==> config.mk <==
export PLATFORM = sky130hd
export DESIGN_NAME = nav_frame_builder_crc16
export DESIGN_NICKNAME = d
export VERILOG_FILES = /design/src/sv/nfb_pkg.sv /design/src/sv/nfb_crc16.sv /design/src/sv/nav_frame_builder_crc16.sv
export SDC_FILE = /design/constraint.sdc
export NUM_CORES = 1
export LEC_CHECK = 0
export ABC_CLOCK_PERIOD_IN_PS = 12900
export BUFFER_PORTS_ARGS = -buffer_cell sky130_fd_sc_hd__buf_4
export CAP_MARGIN = 20
export CORE_AREA = 2 2 110 112
export DETAILED_ROUTE_END_ITERATION = 16
export DIE_AREA = 0 0 112 114
export PLACE_DENSITY = 0.8
export SKIP_CTS_REPAIR_TIMING = 1
export SLEW_MARGIN = 20
export SYNTH_ARGS = -nofsm -noshare
export SYNTH_HDL_FRONTEND = slang
export SYNTH_SLANG_ARGS = --single-unit
==> constraint.sdc <==
create_clock -name clk -period 12.9 [get_ports clk]
set_input_delay 2.58 -clock clk [delete_from_list [all_inputs] [get_ports clk]]
set_output_delay 2.58 -clock clk [all_outputs]
set_load 0.005 [all_outputs]
==> src/sv/nfb_pkg.sv <==
// nfb_pkg: shared constants, types and the crc byte step for the nav frame builder
// used by nfb_crc16 and nav_frame_builder_crc16; depends on nothing else
package nfb_pkg;

  localparam int unsigned FRAME_LEN = 17;
  localparam int unsigned BODY_LEN  = 13;
  localparam int unsigned POS_W     = $clog2(FRAME_LEN);
  localparam int unsigned BODY_W    = $clog2(BODY_LEN);

  // byte positions inside the frame
  localparam logic [POS_W-1:0] POS_SYNC_FIRST  = POS_W'(0);
  localparam logic [POS_W-1:0] POS_SYNC_SECOND = POS_W'(1);
  localparam logic [POS_W-1:0] POS_BODY_FIRST  = POS_W'(2);
  localparam logic [POS_W-1:0] POS_BODY_LAST   = POS_W'(14);
  localparam logic [POS_W-1:0] POS_CRC_LOW     = POS_W'(15);
  localparam logic [POS_W-1:0] POS_CRC_HIGH    = POS_W'(16);

  localparam logic [7:0]  SYNC_FIRST  = 8'hAA;
  localparam logic [7:0]  SYNC_SECOND = 8'h55;
  localparam logic [15:0] CRC_INIT    = 16'hFFFF;
  localparam logic [15:0] CRC_POLY    = 16'h1021;

  typedef struct packed {
    logic init;
    logic en;
  } crc_ctl_t;

  // one byte of crc-16/ccitt-false, msb first
  function automatic logic [15:0] crc_byte(input logic [15:0] crc, input logic [7:0] data);
    logic [15:0] c;
    c = crc ^ {data, 8'h00};
    for (int b = 0; b < 8; b++) begin
      if (c[15]) begin
        c = {c[14:0], 1'b0} ^ CRC_POLY;
      end else begin
        c = {c[14:0], 1'b0};
      end
    end
    return c;
  endfunction

endpackage

==> src/sv/nfb_crc16.sv <==
// nfb_crc16: running crc-16/ccitt-false register, one byte per cycle while en is high
// depends on nfb_pkg
module nfb_crc16 (
  input  logic              clk,
  input  nfb_pkg::crc_ctl_t ctl,
  input  logic [7:0]        data,
  output logic [15:0]       crc
);

  logic [15:0] crc_next;

  always_comb begin
    if (ctl.init) begin
      crc_next = nfb_pkg::CRC_INIT;
    end else if (ctl.en) begin
      crc_next = nfb_pkg::crc_byte(crc, data);
    end else begin
      crc_next = crc;
    end
  end

  // init is raised on every frame before any use, so no reset needed
  always_ff @(posedge clk) begin
    crc <= crc_next;
  end

endmodule

==> src/sv/nav_frame_builder_crc16.sv <==
// nav_frame_builder_crc16: top level, turns one nav command into a 17-byte frame
// depends on nfb_pkg and nfb_crc16
//
// usage
//   command channel: a transaction is taken at a rising edge with start high and
//   busy low; frame_id and the three raw float words are captured then
//   result channel: one frame byte per cycle on tx_byte, marked by valid;
//   last_byte is high with the seventeenth byte (crc high byte)
//   frame: 0xaa 0x55 id fwd[4] yaw[4] depth[4] crc_lo crc_hi, words little-endian
//   crc: ccitt-false (poly 0x1021, init 0xffff) over id and the twelve word bytes
//   latency: first byte is valid the cycle after the command is taken
//   throughput: each command takes one full frame on the byte-wide result channel;
//   busy drops during the last byte so the next command is taken then and its
//   first byte follows the last byte of the previous frame with no gap
//   the crc is built one byte per cycle as the body bytes go out, so the crc
//   bytes are ready by the time they are sent
//   reset: no frame in flight, valid and busy low, next command taken at once
//   the receiver has no way to stall, so every byte is shown for one cycle only
module nav_frame_builder_crc16 (
  input  logic        clk,
  input  logic        rst,
  input  logic        start,
  output logic        busy,
  input  logic [7:0]  frame_id,
  input  logic [31:0] forward_step,
  input  logic [31:0] yaw_step,
  input  logic [31:0] depth_target,
  output logic        valid,
  output logic [7:0]  tx_byte,
  output logic        last_byte
);

  // frame position counter and active flag
  logic [nfb_pkg::POS_W-1:0] pos;
  logic [nfb_pkg::POS_W-1:0] pos_next;
  logic                      valid_next;
  logic                      take;

  // captured command: the 13 crc-covered bytes in send order
  logic [7:0] body [nfb_pkg::BODY_LEN];
  logic [nfb_pkg::BODY_W-1:0] body_idx;

  logic [15:0]       crc;
  nfb_pkg::crc_ctl_t crc_ctl;

  // ready again while the last byte goes out
  assign busy = valid && (pos != nfb_pkg::POS_CRC_HIGH);
  assign take = start && !busy;

  always_comb begin
    valid_next = valid;
    pos_next   = pos;
    if (take) begin
      valid_next = 1'b1;
      pos_next   = nfb_pkg::POS_SYNC_FIRST;
    end else if (valid) begin
      if (pos == nfb_pkg::POS_CRC_HIGH) begin
        valid_next = 1'b0;
      end else begin
        pos_next = pos + 1'b1;
      end
    end
  end

  always_ff @(posedge clk) begin
    if (rst) begin
      valid <= 1'b0;
      pos   <= nfb_pkg::POS_SYNC_FIRST;
    end else begin
      valid <= valid_next;
      pos   <= pos_next;
    end
  end

  // payload capture, no reset needed
  always_ff @(posedge clk) begin
    if (take) begin
      body[0]  <= frame_id;
      body[1]  <= forward_step[7:0];
      body[2]  <= forward_step[15:8];
      body[3]  <= forward_step[23:16];
      body[4]  <= forward_step[31:24];
      body[5]  <= yaw_step[7:0];
      body[6]  <= yaw_step[15:8];
      body[7]  <= yaw_step[23:16];
      body[8]  <= yaw_step[31:24];
      body[9]  <= depth_target[7:0];
      body[10] <= depth_target[15:8];
      body[11] <= depth_target[23:16];
      body[12] <= depth_target[31:24];
    end
  end

  // body bytes start right after the two sync bytes
  assign body_idx = nfb_pkg::BODY_W'(pos - nfb_pkg::POS_BODY_FIRST);

  // byte select for the current frame position
  always_comb begin
    case (pos)
      nfb_pkg::POS_SYNC_FIRST:  tx_byte = nfb_pkg::SYNC_FIRST;
      nfb_pkg::POS_SYNC_SECOND: tx_byte = nfb_pkg::SYNC_SECOND;
      nfb_pkg::POS_CRC_LOW:     tx_byte = crc[7:0];
      nfb_pkg::POS_CRC_HIGH:    tx_byte = crc[15:8];
      default:                  tx_byte = body[body_idx];
    endcase
  end

  assign last_byte = valid && (pos == nfb_pkg::POS_CRC_HIGH);

  // crc restarts on the first sync byte and folds in each body byte as it is sent
  assign crc_ctl.init = valid && (pos == nfb_pkg::POS_SYNC_FIRST);
  assign crc_ctl.en   = valid && (pos >= nfb_pkg::POS_BODY_FIRST)
                              && (pos <= nfb_pkg::POS_BODY_LAST);

  nfb_crc16 u_crc (
    .clk  (clk),
    .ctl  (crc_ctl),
    .data (tx_byte),
    .crc  (crc)
  );

endmodule
After elaboration in Yosys (flattened, before gate mapping)
Memory sizes are Yosys's and may differ from the RTL's.
Cells that the tools add are included.
Storage, ports and cells
  flip-flop bits (word level): 22
  memory bits (writable): 104
  input port bits: 107
  output and inout port bits: 11
  logic and storage cells: 60
  memories: 1
Memories
  body: words 13, width 8, read ports 1, clocked after memory_dff 0, wr ports 13, line nav_frame_builder_crc16.sv:40  | logic [7:0] body [nfb_pkg::BODY_LEN];
Cells by class
  add/sub/neg operators: 2
  $lt $le $gt $ge: 2
  eq/ne operators: 4
  mux-type cells: 28
  bitwise gates (word level): 10
  reductions and logical operators: 10
Operators by type and width (count)
  $mux W16: 14
  $mux W13: 8
  $pmux W8 S4: 1
  $not A3 Y3: 8
  $xor A16 B16 Y16: 1
  $logic_and A1 B1 Y1: 6
  $add A5 B1 Y5 const B: 1
  $eq A5 B1 Y1 const B: 1
  $eq A5 B4 Y1 const B: 1
  $eq A5 B5 Y1 const B: 1
  $ge A5 B2 Y1 const B: 1
  $le A5 B4 Y1 const B: 1
  $logic_not A5 Y1: 1
  $mux W1: 5
  $ne A5 B5 Y1 const B: 1
  $sub A4 B2 Y4 const B: 1
  $reduce_and A2 Y1: 1
  $reduce_or A2 Y1: 1
  $logic_not A1 Y1: 1
  $not A1 Y1: 1

Longest topological paths before layout
Gate-level depths: netlist of run 1.
An unclocked memory read counts as a cell.
  word-level depth: 34
  depth in mapped cells: 15
  depth with buffers taken out: 11

Hierarchy
A second synthesis of run 1 with hierarchy kept.
Second synthesis, totals
  cells, all modules: 347
  area total of the unflattened synthesis: 5622.9 um2
Modules (own cells, without submodules)
  nav_frame_builder_crc16: times used 1, cells each 266, area each 4703.3 um2, seq. area each 3243.1 um2
  nfb_crc16: times used 1, cells each 81, area each 919.6 um2, seq. area each 320.3 um2

Worst setup path before layout of run 1
No wires, ideal clock.
  kind: input-to-reg
  start point: input start
  end point: memory body[0][0], enable pin
  library setup time: 475 ps
  arrival time: 4978 ps
  data required time: 12425 ps
  slack: 7447 ps
  stages: 1
  buffers on the path: 0
  cell sequence: and2_1
RTL lines
  start, declared: line nav_frame_builder_crc16.sv:22  | input logic start,
  end, declared: line nav_frame_builder_crc16.sv:40

Final worst setup path of run 1
  start point: register pos[1] in the netlist's numbering
  end point: output tx_byte[0]
Between the ends
  word-level cells in the longest chain between the ends: 3
  elaborated cells on any way between the ends: 7
Ends and longest elaborated chain
  start, declared: line nav_frame_builder_crc16.sv:34  | logic [nfb_pkg::POS_W-1:0] pos;
  start signal, assigned: line nav_frame_builder_crc16.sv:68  | pos <= nfb_pkg::POS_SYNC_FIRST;
  start signal, assigned: line nav_frame_builder_crc16.sv:71  | pos <= pos_next;
  $sub A4 B2 Y4: line nav_frame_builder_crc16.sv:95  | assign body_idx = nfb_pkg::BODY_W'(pos - nfb_pkg::POS_BODY_FIRST);
  $mem_v2 Z13 W8
  $pmux W8 S4 *: line nav_frame_builder_crc16.sv:99  | case (pos)
  end, declared: line nav_frame_builder_crc16.sv:29  | output logic [7:0] tx_byte,
Every way passes the cells marked *; elsewhere a longest branch is shown, timed or not.

==> results of run 1 <==
sequential cells by signal, indices dropped and copies added, names as in the netlist:
name	cells
body	104
u_crc.crc	16
pos	5
valid	1
how the worst max path moves through the flow:
stage	start	end	slack [ns]	depth (start not counted)
2_1_floorplan	start	body[0][0]	7.45	1
3_3_place_gp	pos[1]	tx_byte[0]	7.24	8
3_5_place_dp	pos[1]	tx_byte[4]	7.14	7
4_1_cts	pos[1]	tx_byte[0]	6.69	8
5_1_grt	pos[1]	tx_byte[0]	6.30	8
6_report	pos[1]	tx_byte[0]	6.66	8
routing by layer:
metal  track usage, %  share of wire (%)  vias up
li1                 -                  -     1806
met1             26.2                 41     1834
met2             33.9                 50      181
met3             6.54                7.7       20
met4             6.67                1.4        0
met5                0                  0        -
worst max-delay path: stages (launching register included):
cell and delay (ns):
dfxtp_2 0.97, inv_1 0.24, ha_1 0.76, nand2_1 0.27, o21ai_0 0.22, nor2_1 0.08, a22oi_1 0.34, a21boi_0 0.23
buf_4 0.14
power by group through the flow:
stage,sequential [mW],combinational [mW],clock [mW]
after floorplan,0.485,0.0852,0
after global placement,0.487,0.130,0
after detailed placement,0.489,0.133,0
after CTS,0.481,0.135,0.472
after global routing,0.483,0.147,0.493
final,0.481,0.135,0.467
Yosys cell counts, types with 2 or more instances:
| cell type | instances |
|---|---|
| edfxtp_1 | 104 |
| nand2_1 | 27 |
| dfxtp_1 | 22 |
| mux2i_1 | 22 |
| a21oi_1 | 21 |
| nor2_1 | 18 |
| mux4_2 | 16 |
| nand3_1 | 16 |
| inv_1 | 14 |
| o21ai_0 | 14 |
| o211ai_1 | 10 |
| xnor2_1 | 10 |
| clkbuf_1 | 9 |
| ha_1 | 7 |
| xor2_1 | 7 |
| a22oi_1 | 6 |
| or3_1 | 6 |
| mux2_2 | 5 |
| buf_2 | 4 |
| buf_4 | 4 |
| nand2b_1 | 4 |
| o221ai_1 | 4 |
| a31oi_1 | 3 |
| and3_1 | 3 |
| buf_6 | 3 |
| nor2b_1 | 3 |
| o21a_1 | 3 |
| o21ai_1 | 3 |
| o22ai_1 | 3 |
| a211oi_1 | 2 |
| a21boi_1 | 2 |
| a2bb2oi_2 | 2 |
| and2_1 | 2 |
| nand4b_1 | 2 |
per-stage QoR:
step                      total power, mW  std cells  util, %
after floorplan                     0.570        406        -
after global routing                 1.12        684     62.0
after detailed placement            0.622        653     57.0
after CTS                            1.09        684     62.0
final                                1.08        684     62.0
after global placement              0.617        653     57.0
layout by cell type, fill, tap and decap left out, types with 4 or more instances in the layout:
cell type / netlist / final
a21oi_1: 21 / 21
ha_1: 7 / 7
inv_1: 14 / 14
xnor2_1: 10 / 10
edfxtp_1: 104 / 104
mux2i_1: 22 / 22
mux4_2: 16 / 16
nand2_1: 27 / 27
o221ai_1: 4 / 4
clkbuf_16: 0 / 17
or3_1: 6 / 6
xor2_1: 7 / 7
dfxtp_1: 22 / 21
o211ai_1: 10 / 10
o21ai_0: 14 / 14
nand3_1: 16 / 16
buf_4: 4 / 120
a22oi_1: 6 / 6
mux2_2: 5 / 5
nor2_1: 18 / 18
nand2b_1: 4 / 4
cells by family after synthesis:
group                    Yosys count  share of synthesized area [%]
XOR/XNOR                          19                           3.30
adder cells (fa/ha/maj)            7                           1.54
flip-flops                       126                           62.6
AND/OR/NAND/NOR                   90                           8.02
multiplexers                      43                           11.2
buffers and inverters             34                           2.99
AO/OA/AOI/OAI                     87                           10.4
area by class of cell:
cell class | instances | share of cell area, %
Inverter | 14 | 0.724
Tap cell | 147 | 2.53
Clock buffer | 19 | 5.97
Sequential cell | 126 | 49.1
Clock inverter | 12 | 2.00
Timing Repair Buffer | 120 | 12.4
Multi-Input combinational cell | 246 | 27.2
==> impl_results.md, run 1 <==
- Status: finished, final reports clean
- Area after DPL: 6680 um2
- Mapped Cells: 406
- H-tree levels: 4
- Root buf cell: clkbuf_16
- Setup Skew: about 0.0069 ns
- Vias/cell: approximately 5.6
- Number of global-route vias before repair: 3918
- Sequential share of power: between 40 and 50%
- Fin crit period: 6.24 ns
- Detailed Place HPWL: 8660 um
- Setup Crit Path Kind: reg2out
- FFs w/ async S/R, synth: 0%
- Period Utilization, post-route: between 40 and 50%
- Initial DRC count: between 300 and 400
- # IOs: 118
- Detail Route Antenna Nets: 0
- Pwr/cell area: 149 nW/um2
- Synthesized Nets: 520
- Comb power frac: between 10% and 20%
- Fill count: about 870
- Post-synth top area cell: edfxtp_1
- Rel. slew slack: 34.3%
- Final Cell Area: 7260 um2
- Share of layout cells above drive strength 1: 33.7%
- Setup Viol. Count Final: 0
- Ranking of synthesized cells by area: edfxtp_1 (55%), dfxtp_1 (7.7%), mux4_2 (6.3%)
- Hold Path Cell Cnt: 2
- Hold path endpoint: u_crc.crc[10]
- Die width: 112 um
- Max Slew Vio Count: 0
- Worst-margin pin slew: about 1 ns
- # port buffers: 117
- Grt ovf: 0
- Int Pwr: 0.838 mW
- Worst-Skew Late Latency: a little over 0.4 ns
- Die Height: 114 um
- Ys Warns: 0
- CP Launch Type: flop
- Synthesis-stage register bit count: 126
- CTS tree: built
- Via count: between 3000 and 4000
- Die Footprint: around 13000 um2
- Clock sinks: 126
- FP Rows: 40
- Nets: 639
- Crit path capture type: output pin
- Number of synthesized flops with an enable pin: 104
- Post-synth top area share: approximately 55%
- Unique masters post-synth: 59
- CTS buffer count: 17
- Reg2reg start: pos[1]
- Reg2Reg Depth: 10
- Worst Setup Slack, final: 6.66 ns
- Unrepaired setup endpoints after global routing: no
- Max VDD drop: 0.136 mV
- Antenna diodes: 0
- Hold Path Class: reg2reg
- First-pass GRT wire length: approximately 20000 um
- Leakage: 2.76 nW
- Mapped Avg Cell Area: between 10 and 15 um2
- Multi-input gate area in the final layout: just under 2000 um2
- Critical path data required time: 10.32 ns
- Peak fanout along the critical path: 36
- Floorplan Core Area: 11700 um2
- Final hold violations: 0
- Switch Pwr: 0.244 mW
- Initial antenna violation count: 0
- RePlAce Congestion: 0.862
- Switch share: 22.6%
- Area delta synth->final: 27.4%
- Fmax: 160 MHz
- Hold Startpoint: u_crc.crc[10]
- Max_cap viols: 0
- R2R Path End: u_crc.crc[12]
- Synthesized area: around 5700 um2
- Clock-pin transition on the worst setup and hold timing paths: about 0.05 ns
- Flop2flop setup slack: around 8.8 ns
- Total track usage: 20.6%
- Clk pwr share: 43.1%
- Sequential share of the synthesized area: 62.6%
- Total negative setup slack: 0 ns
- Worst hold slack: 0.510 ns
- Wirelength per Cell: 18.1 um
- First-pass DRT Iterations: 6
- DRC: 0
- Register area: around 3600 um2
- Dpl ws: 7.14 ns
- Worst EP arrival: about 3.7 ns
- Total routed wirelength: 12400 um
- Initial core utilization: 48.6%
- Main synth FF type: edfxtp_1
- Largest net degree at the start of global routing: 67
- CTS max path bufs: 2
(Power assumes the default switching activity.)
==> run 2, diff against run 1 <==
- ABC_AREA: unset -> 1
- ABC_CLOCK_PERIOD_IN_PS: 12900 -> 5100
- CORE_AREA: 2 2 110 112 -> 2 2 113 115
- DIE_AREA: 0 0 112 114 -> 0 0 115 117
- PLACE_DENSITY: 0.8 -> 0.82
- clock period: 12.9 -> 5.1 ns (I/O delays scaled with it)
==> run 2 against run 1 <==
Net effect:
- clock skew increased by 0.0027 ns
- utilization about the same
- critical path depth increased by 1
- total power increased to 2.7 times the previous value
- via count increased by 25%
- wire length increased by 18%
- synthesized area increased by 5.5%
- die area increased by 5.4%
- combinational power increased to 2.9 times the previous value
- clock-buffer cell count decreased by 1
==> impl_results.md, run 2 <==
- Fmax: between 200 and 300 MHz
- Post-synth top area share: 52.0% (was 54.8%)
- Vias/cell: 5.35 (was 5.62)
- Via count: 4797 (was 3841)
- Switch Pwr: 0.714 mW (was 0.244 mW)
- Finished Layout Cells: 897 (was 684)
- Pwr/cell area: 383 nW/um2 (was 149 nW/um2)
- Leading cell type in the layout, fill and taps excluded: nand2_1 (was buf_4)
- Root buf cell: clkbuf_16 (unchanged)
- Area delta synth->final: 26.9% (was 27.4%)
- Final Cell Area: 7620 um2 (was 7260 um2)
- Synthesized area: 6010 um2 (was 5700 um2)
- Rel. slew slack: 47.3% (was 34.3%)
- R2R Path End: u_crc.crc[7] (was u_crc.crc[12])
- Initial antenna violation count: 0 (unchanged)
- Flop2flop setup slack: 2.19 ns (was 8.82 ns)
- Crit path buffers/inverters: 4 (was 2)
- Sequential share of the synthesized area: 59.3% (was 62.6%)
- Wirelength per Cell: 16.3 um (was 18.1 um)
- Commonest cells in the netlist: nand2_1 (158), edfxtp_1 (104), nand3_1 (84) (was edfxtp_1 (104), nand2_1 (27), dfxtp_1 (22), mux2i_1 (22), a21oi_1 (21))
- Total routed wirelength: 14600 um (was 12400 um)
- Setup Crit Path Kind: reg2out (unchanged)
- Worst-Skew Late Latency: 0.42 ns (was 0.41 ns)
- Reg2reg start: pos[1] (unchanged)
- Top flop regs: body (104), u_crc.crc (16), pos (5) (unchanged)
- Peak fanout along the critical path: 25 (was 36)
- Unique masters post-synth: 39 (was 59)
- Hold path endpoint: u_crc.crc[7] (was u_crc.crc[10])
- FP Rows: 41 (was 40)
- Total negative setup slack: 0 ns (unchanged)
- Most frequent cells in the layout: nand2_1 (158), buf_4 (121), edfxtp_1 (104) (was buf_4 (120), edfxtp_1 (104), nand2_1 (27))
- Largest net degree at the start of global routing: 105 (was 67)
- Worst EP arrival: 2.82 ns (was 3.66 ns)
- Antenna diodes: 0 (unchanged)
- Mapped Cells: 619 (was 406)
- Setup Viol. Count Final: 0 (unchanged)
- Setup Skew: 0.00954 ns (was 0.00688 ns)
- CTS buffer count: 17 (unchanged)
- Top delay family on crit path: adder cells (was flip-flops)
- Dpl ws: 1.76 ns (was 7.14 ns)
- Floorplan Core Area: 12300 um2 (was 11700 um2)
- # port buffers: 117 (unchanged)
- CTS tree: built (unchanged)
- Most numerous cell in the Yosys netlist: nand2_1 (was edfxtp_1)
- Period Utilization, post-route: 75.3%
- Placed Cells: 865 (was 653)
- Area after DPL: 6980 um2 (was 6680 um2)
- Grt ovf: 0 (unchanged)
- Nets: 848 (was 639)
- Worst Setup Slack, final: 1.26 ns (was 6.66 ns)
- DRC: 0 (unchanged)
- Worst-margin pin slew: 0.787 ns (was 0.985 ns)
- FFs w/ async S/R, synth: 0% (unchanged)
- Die Height: 117 um (was 114 um)
- First-pass DRT Iterations: 5 (was 6)
- Switch share: 24.4% (was 22.6%)
- H-tree levels: 4 (unchanged)
- Sequential share of power: 41.5% (was 44.4%)
- Most flop-heavy register: body (unchanged)
- Final hold violations: 0 (unchanged)
- Critical Path Max Stage Delay: 0.84 ns (was 0.97 ns)
- Clk pwr share: 45.3% (was 43.1%)
- Synthesized Nets: 733 (was 520)
- Die Footprint: 13500 um2 (was 12800 um2)
- Detail Route Antenna Nets: 0 (unchanged)
- Max_cap viols: 0 (unchanged)
- Initial DRC count: 378 (was 309)
- Global Route met1 Usage: 30.0% (was 26.2%)
- Main synth FF type: edfxtp_1 (unchanged)
- Number of flip-flops under the largest register name: 104 (unchanged)
- Busiest grt layer: met2 (unchanged)
- Status: finished, final reports clean (unchanged)
- Share of layout cells above drive strength 1: 28.4% (was 33.7%)
- Detailed Place HPWL: 9890 um (was 8660 um)
- Clock sinks: 126 (unchanged)
- Number of global-route vias before repair: 4821 (was 3918)
- Fin crit period: about 3.8 ns
- First-pass GRT wire length: 23600 um (was 19900 um)
- Crit path capture type: output pin (unchanged)
- Clock-pin transition on the worst setup and hold timing paths: 0.06 ns (was 0.05 ns)
- CP Launch Type: flop (unchanged)
- Mapped Avg Cell Area: 9.71 um2 (was 14.0 um2)
- CTS max path bufs: 2 (unchanged)
- Int Pwr: 2.21 mW (was 0.838 mW)
- Synthesis-stage register bit count: 126 (unchanged)
- Max VDD drop: 0.268 mV (was 0.136 mV)
- Max Slew Vio Count: 0 (unchanged)
- Number of synthesized flops with an enable pin: 104 (unchanged)
- Slowest cell on the critical path: ha_1 (was dfxtp_2)
- Met2 Use GR: 37.2% (was 33.9%)
- Critical path data required time: 4.08 ns (was 10.32 ns)
- Die width: 115 um (was 112 um)
- RePlAce Congestion: 0.927 (was 0.862)
- Unrepaired setup endpoints after global routing: no (unchanged)
- Reg2Reg Depth: 13 (was 10)
- Post-synth top area cell: edfxtp_1 (unchanged)
- Hold Startpoint: u_crc.crc[7] (was u_crc.crc[10])
- Met3 Resource Use GR: 6.18% (was 6.54%)
- Ranking of synthesized cells by area: edfxtp_1 (52%), nand2_1 (9.9%), dfxtp_1 (7.3%) (was edfxtp_1 (55%), dfxtp_1 (7.7%), mux4_2 (6.3%))
- Total track usage: 23.2% (was 20.6%)
- Worst hold slack: 0.513 ns (was 0.510 ns)
- Worst path cell trace: inv_2 -> ha_1 -> inv_1 -> nand3_1 -> nand3_1 -> nand2_4 -> nand2_4 -> inv_1 -> buf_4 (was inv_1 -> ha_1 -> nand2_1 -> o21ai_0 -> nor2_1 -> a22oi_1 -> a21boi_0 -> buf_4)
- Hold Path Cell Cnt: 2 (unchanged)
- Initial core utilization: 48.8% (was 48.6%)
- Comb power frac: 13.2% (was 12.5%)
- Leakage: 3.23 nW (was 2.76 nW)
- # IOs: 118 (unchanged)
- Hold Path Class: reg2reg (unchanged)
- Ys Warns: 0 (unchanged)
[run 2: cell types whose count changed after synthesis, moves of 7 or more]
cell | before | now
nand2_1 | 27 | 158
nand3_1 | 16 | 84
nor2_1 | 18 | 62
nand2_2 | 0 | 26
mux2i_1 | 22 | 0
inv_1 | 14 | 35
mux4_2 | 16 | 0
buf_2 | 4 | 16
o21ai_0 | 14 | 24
xnor2_1 | 10 | 0
inv_2 | 0 | 7
xor2_1 | 7 | 0
[run 2: kinds of logic after synthesis]
family                     Yosys count  share of synthesized area [%]
and+or+nand+nor                    350                           26.8
DFF                                126                           59.3
buffers and inverters               70                           5.41
AOI/OAI and AO/OA                   65                           6.75
adders and majority gates            7                           1.46
xor gates and xnor gates             1                          0.271
[run 2: layout make-up]
| class | count | area, um2 |
|---|---|---|
| tap | 150 | 188 |
| fill | 964 | 4690 |
| clock inverter | 14 | 214 |
| sequential | 126 | 3560 |
| inverter | 44 | 173 |
| timing repair buffer | 122 | 928 |
| clock buffer | 18 | 429 |
| multi-input combinational | 423 | 2130 |
[run 2: through the flow]
stage | utilization (%) | power [mW]
global placement | 56.7 | 1.60
floorplan | - | 1.47
detailed placement | 56.7 | 1.61
global route | 61.9 | 3.03
CTS | 61.9 | 2.93
finish | 61.9 | 2.92
[run 2: worst reg2reg max path, stage by stage (launching register included)]
cell	delay (ns)
dfxtp_1	0.34
inv_2	0.17
ha_1	0.84
inv_1	0.34
nand3_1	0.17
nand3_1	0.09
nand2_1	0.14
nand2_1	0.11
nand2_1	0.07
nand2_1	0.14
nand2_2	0.13
nand3_1	0.08
nand3_1	0.11
nand2_1	0.06
[run 2: routing by layer]
layer	share of wire, %	vias up	routed length, um
met3	7.4	30	1080
met4	2.3	0	332
met5	0	-	0
met1	42	2229	6130
li1	-	2321	-
met2	48	217	7080
[run 2: how the worst max path moves through the flow]
| stage | start | endpoint | cells after the start |
|---|---|---|---|
| after floorplan | pos[1] | pos[3] | 12 |
| after global routing | pos[1] | tx_byte[6] | 9 |
| after global placement | pos[1] | tx_byte[7] | 9 |
| after detailed placement | pos[1] | tx_byte[7] | 9 |
| after CTS | pos[1] | tx_byte[6] | 9 |
| final | pos[1] | tx_byte[7] | 9 |
[run 2: power groups by stage]
stage	clock network (mW)	logic, mW	registers [mW]
after floorplan	0	0.242	1.23
after global placement	0	0.372	1.23
after CTS	1.33	0.384	1.21
after detailed placement	0	0.380	1.23
final	1.32	0.385	1.21
after global routing	1.38	0.431	1.22
==> run 3, diff against run 2 <==
- ABC_CLOCK_PERIOD_IN_PS: 5100 -> 3300
- clock period: 5.1 -> 3.3 ns (I/O delays scaled with it)
==> run 3 against run 2 <==
Net effect:
- wire length is 0.49% lower
- register-to-register slack worse by 1.6 ns
- critical endpoint is now tx_byte[6]
- sequential share of layout area fell by 0.44 points
- sequential cell count unchanged
- non-clock buffer count increased by 4
- global-route usage shrank 0.19 points
- utilization up 0.65 points
- die area unchanged
- cell count up 0.45%
- critical path type unchanged
- via count increased by 1.0%
- cell area grew 1.1%
- combinational power increased by 54%
==> impl_results.md, run 3 (same netlist as run 2, synthesis figures left out) <==
- Leakage: 3.26 nW (was 3.23 nW)
- Wirelength per Cell: 16.1 um (was 16.3 um)
- Via count: 4846 (was 4797)
- Fmax: ~330 MHz
- Met3 Resource Use GR: 5.92% (was 6.18%)
- Pwr/cell area: 584 nW/um2 (was 383 nW/um2)
- Die Footprint: 13500 um2 (unchanged)
- Grt ovf: 0 (unchanged)
- First-pass GRT wire length: 23600 um (about the same)
- Met2 Use GR: 39.3% (was 37.2%)
- Antenna diodes: 0 (unchanged)
- Top flop regs: body (104), u_crc.crc (16), pos (5) (unchanged)
- Worst hold slack: 0.407 ns (was 0.513 ns)
- Setup Crit Path Kind: reg2out (unchanged)
- Crit path capture type: output pin (unchanged)
- Leading cell type in the layout, fill and taps excluded: nand2_1 (unchanged)
- Register area: 3570 um2 (was 3560 um2)
- CTS tree: built (unchanged)
- # IOs: 118 (unchanged)
- H-tree levels: 4 (unchanged)
- Setup Viol. Count Final: 0 (unchanged)
- Rel. slew slack: 65.3% (was 47.3%)
- Number of global-route vias before repair: 4872 (was 4821)
- Detail Route Antenna Nets: 0 (unchanged)
- Peak fanout along the critical path: 18 (was 25)
- Max Slew Vio Count: 0 (unchanged)
- Area delta synth->final: 28.2% (was 26.9%)
- Most flop-heavy register: body (unchanged)
- Largest net degree at the start of global routing: 90 (was 105)
- Die width: 115 um (unchanged)
- Fill count: 926 (was 964)
- RePlAce Congestion: 0.869 (was 0.927)
- Multi-input gate area in the final layout: 2170 um2 (was 2130 um2)
- Vias/cell: 5.38 (was 5.35)
- Initial antenna violation count: 0 (unchanged)
- # port buffers: 117 (unchanged)
- Total negative setup slack: 0 ns (unchanged)
- Initial DRC count: 461 (was 378)
- Clock sinks: 126 (unchanged)
- Clock-pin transition on the worst setup and hold timing paths: 0.06 ns (about the same)
- CTS max path bufs: 2 (unchanged)
- Nets: 852 (was 848)
- Die Height: 117 um (unchanged)
- Worst-Skew Late Latency: 0.41 ns (was 0.42 ns)
- Root buf cell: clkbuf_16 (unchanged)
- Fin crit period: 3.07 ns
- Busiest grt layer: met2 (unchanged)
- DRC: 0 (unchanged)
- Detailed Place HPWL: 10200 um (was 9890 um)
- FP Rows: 41 (unchanged)
- Total routed wirelength: 14600 um (about the same)
- Status: finished, final reports clean (unchanged)
- Most frequent cells in the layout: nand2_1 (156), buf_4 (124), edfxtp_1 (104) (was nand2_1 (158), buf_4 (121), edfxtp_1 (104))
- Final hold violations: 0 (unchanged)
- Hold Path Class: in2reg (was reg2reg)
- Setup Skew: 0.00651 ns (was 0.00954 ns)
- Total track usage: 23.0% (was 23.2%)
- Max_cap viols: 0 (unchanged)
- CTS buffer count: 17 (unchanged)
- Number of flip-flops under the largest register name: 104 (unchanged)
- First-pass DRT Iterations: 5 (unchanged)
- Global Route met1 Usage: 28.3% (was 30.0%)
- Floorplan Core Area: 12300 um2 (unchanged)
- CP Launch Type: flop (unchanged)
- Flop2flop setup slack: 0.61 ns (was 2.19 ns)
- Period Utilization, post-route: between 90% and 100%
- Initial core utilization: 48.8% (unchanged)
- Max VDD drop: 0.412 mV (was 0.268 mV)
- Critical path data required time: 2.64 ns (was 4.08 ns)
- Worst-margin pin slew: 0.519 ns (was 0.787 ns)
- Worst EP arrival: 2.41 ns (was 2.82 ns)
- Share of layout cells above drive strength 1: 29.7% (was 28.4%)
- Unrepaired setup endpoints after global routing: no (unchanged)
==> run 3: worst max-delay path, stage by stage (launching register included) <==
cell and delay [ns]:
dfxtp_4 0.41, inv_2 0.25, ha_1 0.22, inv_2 0.06, nor2_8 0.19, inv_6 0.05
a21boi_2 0.26, nand3_1 0.19, nand2_1 0.18, inv_1 0.05, buf_4 0.13
==> run 3: area by class of cell <==
cell class              count  share of cell area, %
well taps                 150                   2.44
clock buffers              18                   5.57
inverters                  44                   2.27
multi-input cells         423                   28.1
repair buffers            126                   12.5
flip-flops and latches    126                   46.3
clock inverters            14                   2.78
==> run 3: final timing paths <==
| path | from | endpoint | cells after the start |
|---|---|---|---|
| worst min register to register | u_crc.crc[7] | u_crc.crc[7] | 2 |
| worst max register to register | pos[0] | body[10][7] | 9 |
| worst min-delay path | rst | valid | 2 |
| worst max-delay path | pos[0] | tx_byte[6] | 10 |
==> run 3: metal layers <==
layer,vias up,share of wire (%)
met5,-,0
met4,0,2.0
met3,27,6.8
met2,194,51
met1,2295,41
li1,2330,-
==> run 3: power breakdown <==
group | internal (mW) | total, mW | switching, mW | leakage, nW
combinational | 0.240 | 0.591 | 0.351 | 1.78
clock | 1.34 | 2.03 | 0.691 | 0.310
sequential | 1.83 | 1.88 | 0.0451 | 1.17
==> run 3: through the flow <==
step	worst slack (ns)	total power [mW]	instances	utilization [%]	cell area (um2)
2_1_floorplan	0.0109	2.27	619	-	6050
3_3_place_gp	0.623	2.47	869	57.1	7030
3_5_place_dp	0.544	2.50	869	57.1	7030
4_1_cts	0.0665	4.51	901	62.3	7670
5_1_grt	0.0443	4.67	901	62.6	7700
6_report	0.230	4.50	901	62.6	7700
